===== src/hdl/lavm_obuf.sv =====
// Two-entry output buffer that decouples the pipeline from the result receiver.
// Depends on nothing.
module lavm_obuf #(
    parameter int W = 264
) (
    input  logic         clk,
    input  logic         rst_n,
    input  logic         in_valid,
    input  logic [W-1:0] in_data,
    output logic         in_ready,
    output logic         out_valid,
    input  logic         out_ready,
    output logic [W-1:0] out_data
);

    logic [W-1:0] mem_reg [2];
    logic         wr_ptr_reg;
    logic         rd_ptr_reg;
    logic [1:0]   count_reg;
    logic [1:0]   count_next;
    logic         push;
    logic         pop;

    assign in_ready  = (count_reg != 2'd2);
    assign out_valid = (count_reg != 2'd0);
    assign out_data  = mem_reg[rd_ptr_reg];
    assign push      = in_valid & in_ready;
    assign pop       = out_valid & out_ready;

    always_comb
    begin
        count_next = count_reg;
        if (push && !pop)
        begin
            count_next = count_reg + 2'd1;
        end
        else if (pop && !push)
        begin
            count_next = count_reg - 2'd1;
        end
    end

    always_ff @(posedge clk or negedge rst_n)
    begin
        if (!rst_n)
        begin
            wr_ptr_reg <= 1'b0;
            rd_ptr_reg <= 1'b0;
            count_reg  <= 2'd0;
        end
        else
        begin
            count_reg <= count_next;
            if (push)
            begin
                wr_ptr_reg <= ~wr_ptr_reg;
            end
            if (pop)
            begin
                rd_ptr_reg <= ~rd_ptr_reg;
            end
        end
    end

    always_ff @(posedge clk)
    begin
        if (push)
        begin
            mem_reg[wr_ptr_reg] <= in_data;
        end
    end

endmodule


===== config.mk =====
export PLATFORM = sky130hd
export DESIGN_NAME = lavm_obuf
export DESIGN_NICKNAME = d
export VERILOG_FILES = /design/src/hdl/lavm_obuf.sv
export SDC_FILE = /design/constraint.sdc
export NUM_CORES = 1
export LEC_CHECK = 0
export ABC_AREA = 1
export ABC_CLOCK_PERIOD_IN_PS = 16800
export BUFFER_PORTS_ARGS = -buffer_cell sky130_fd_sc_hd__buf_2
export CAP_MARGIN = 10
export CORE_AREA = 3 3 204 206
export CTS_CLUSTER_DIAMETER = 150
export CTS_CLUSTER_SIZE = 10
export DETAILED_ROUTE_END_ITERATION = 10
export DIE_AREA = 0 0 207 209
export HOLD_SLACK_MARGIN = 0.02
export PLACE_DENSITY_LB_ADDON = 0.3
export SETUP_SLACK_MARGIN = 0.02
export SLEW_MARGIN = 25
export SYNTH_ARGS = -nofsm -noshare
export SYNTH_HDL_FRONTEND = slang
export SYNTH_SLANG_ARGS = --single-unit

===== constraint.sdc =====
create_clock -name clk -period 16.8 [get_ports clk]
set_input_delay 1.68 -clock clk [delete_from_list [all_inputs] [get_ports clk]]
set_output_delay 1.68 -clock clk [all_outputs]
set_load 0.01 [all_outputs]

==> metrics.yaml <==
floorplanning:
  ios: 534
  initial_utilization_pct: 49.0
  rows: 73
  fp.dieH_um: 209
  die_w_um: 207
  core_area_mm2: 0.0398
  die_area_mm2: 0.0433
clock_network:
  cts_setup_buffers: 0
  cts.sinks: 532
  ctsHoldBuffers: 0
  clk_pin_slew_ns: 0.05
  numCtsBuffers: 59
  cts_tree: "built"
  clk_latency_ns: 0.58
  htreeDepth: 2
  clockRootBuffer: "clkbuf_16"
  cts_buffer_depth: 3
  cts_resized: 0
cells_and_area:
  fin_util_pct: 60.8
  drive_gt1_share_pct: 30.9
  fin_area_mm2: 0.0242
  finalNonFillerCells: 2518
  ff_latch_area_mm2: 0.0160
  nets: 2224
  multi_input_area_mm2: 0.00308
  area_growth_pct: 24.1
  nFillCells: 3130
  largest_register_ffs: 528
timing:
  max-slew-margin-rel_pct: 31.3
  worst_pin_slew_ns: 1.03
  finalSetupViolations: 0
  fin_crit_ns: 4.71
  skew_ns: 0.0100
  timing.final.ws_setup_ns: 12.09
  rsz0062_at_grt: "no"
  setup_tns_ns: 0
  max_freq_mhz: 212
  drv_slew: 0
  hold_violations: 0
  period_share_pct: 28.0
pwr:
  pwr_density_cell_mw_per_mm2: 181
  peakVddDrop_mv: 0.127
  leakage_uw: 0.0104
detailed_routing:
  dr_total_vias: 12400
  wl_per_cell_um: 18.5
  first_pass_iters: 5
  drt-total-wl_um: 46500
  ant_nets: 0
  drc_errors: 0
  first_iter_violations: 863
  vias_per_cell: 4.93
logic_synthesis:
  synthTopCellsByCount: "nand2_1 (802), edfxtp_1 (528), buf_2 (26)"
  netlist.area_leader.share_pct: 81.3
  syn-cell-area_mm2: 0.0195
  synth_edf_count: 528
  synthMostInstantiatedCell: "nand2_1"
  ys_ff_latch: 532
  yosysWarnings: 0
  synth-main-ff-cell: "edfxtp_1"
  ys_types: 14
  synth_area_leaders: "edfxtp_1 (81%), nand2_1 (15%), buf_6 (1.3%), buf_2 (0.67%), dfrtp_1 (0.51%)"
  async_flop_share_pct: 0.752
  synth_top_area_cell: "edfxtp_1"
  ys_seq_area_share_pct: 81.8
  synth_nets: 1677
  syn_area_per_cell_um2: 13.9
  postSynthCellCount: 1408
global_routing:
  grt_max_degree: 175
  grt_pass1_vias: 12400
  grt_pass1_wl_um: 69300
  antenna_found_initial: 17
  grt_usage_pct: 20.5
  grt_overflow: 0
placed_design:
  place.port_buffers: 533
  gp_congestion: 0.842
  dpl_cell_area_mm2: 0.0225
  pre_cts_ws_ns: 12.45
  dpl.cell_count: 2418
  hpwl_um: 30300
worst_setup_path:
  critical_path_arrival_ns: 3.03
  cp_max_fo: 174
  critPathKind: "reg2out"
  rrSetupSlack_ns: 13.96
  setup.worst_path.end_class: "primary output"
  required_ns: 15.12
  startpoint_type: "flip-flop"
min_path:
  hold_path.class: "reg2reg"
job:
  cap_violations: 0
status:
  status: "finished, final reports clean"
cell usage in the layout, fill, tap and decap left out:
cell type	synthesis	final
buf_6	23	1
ha_1	1	1
buf_12	0	1
inv_1	6	6
edfxtp_1	528	528
nand2_1	802	802
nand3_1	2	2
clkbuf_1	0	24
buf_4	10	8
inv_6	0	1
xor2_1	1	1
diode_2	0	13
clkinv_8	0	1
buf_2	26	533
clkbuf_16	0	61
xnor2_1	1	1
dfrtp_1	4	3
nand4_1	1	1
dfrtp_4	0	1
buf_16	0	2
nor2_4	0	2
logic make-up after synthesis:
group / share of synthesized area [%]
xor+xnor: 0.0898
fa+ha+maj: 0.0641
flops: 81.8
simple gates: 15.5
buf+inv: 2.53
stage by stage:
stage	total power [uW]	hold slack, ns
2_1_floorplan	2870	0.462
3_3_place_gp	3280	0.485
3_5_place_dp	3300	0.503
4_1_cts	4420	0.521
5_1_grt	4620	0.557
6_report	4380	0.519
final timing paths:
kind                                   end  depth (start not counted)          from
max in group asynchronous       rd_ptr_reg                          1         rst_n
max                          out_data[153]                          5    rd_ptr_reg
min in group asynchronous       rd_ptr_reg                          1         rst_n
max reg2reg                mem_reg[0][194]                          6  count_reg[0]
min reg2reg                   count_reg[0]                          1  count_reg[0]
min                           count_reg[0]                          1  count_reg[0]
report_power, final:
part	internal (uW)	leakage [uW]	switching, uW
registers	1820	0.00496	66.8
logic	422	0.00464	958
clock network	653	0.000785	461
total	2890	0.0104	1490
critical path, cell delays in order (launching register included):
cell and delay, ns:
dfrtp_4 0.51, clkinv_8 0.42, buf_4 0.86, nand2_1 0.14
nand2_1 0.14, buf_2 0.14
metal layers:
metal	share of wire [%]	GRT usage (%)	wire length (um)
met5	0.13	0	62
met4	3.3	7.96	1550
met3	9.0	7.07	4170
met2	50	34.7	23400
met1	37	24.4	17300
layout make-up:
cell class                      instances  area share, %
Sequential cell                       532           65.9
Multi-Input combinational cell        810           12.7
Timing Repair Buffer                  545           11.6
Clock buffer                           85           6.68
Tap cell                              525           2.71
Inverter                                7          0.160
Antenna cell                           13          0.134
Clock inverter                          1         0.0362
(Power assumes the default switching activity.)
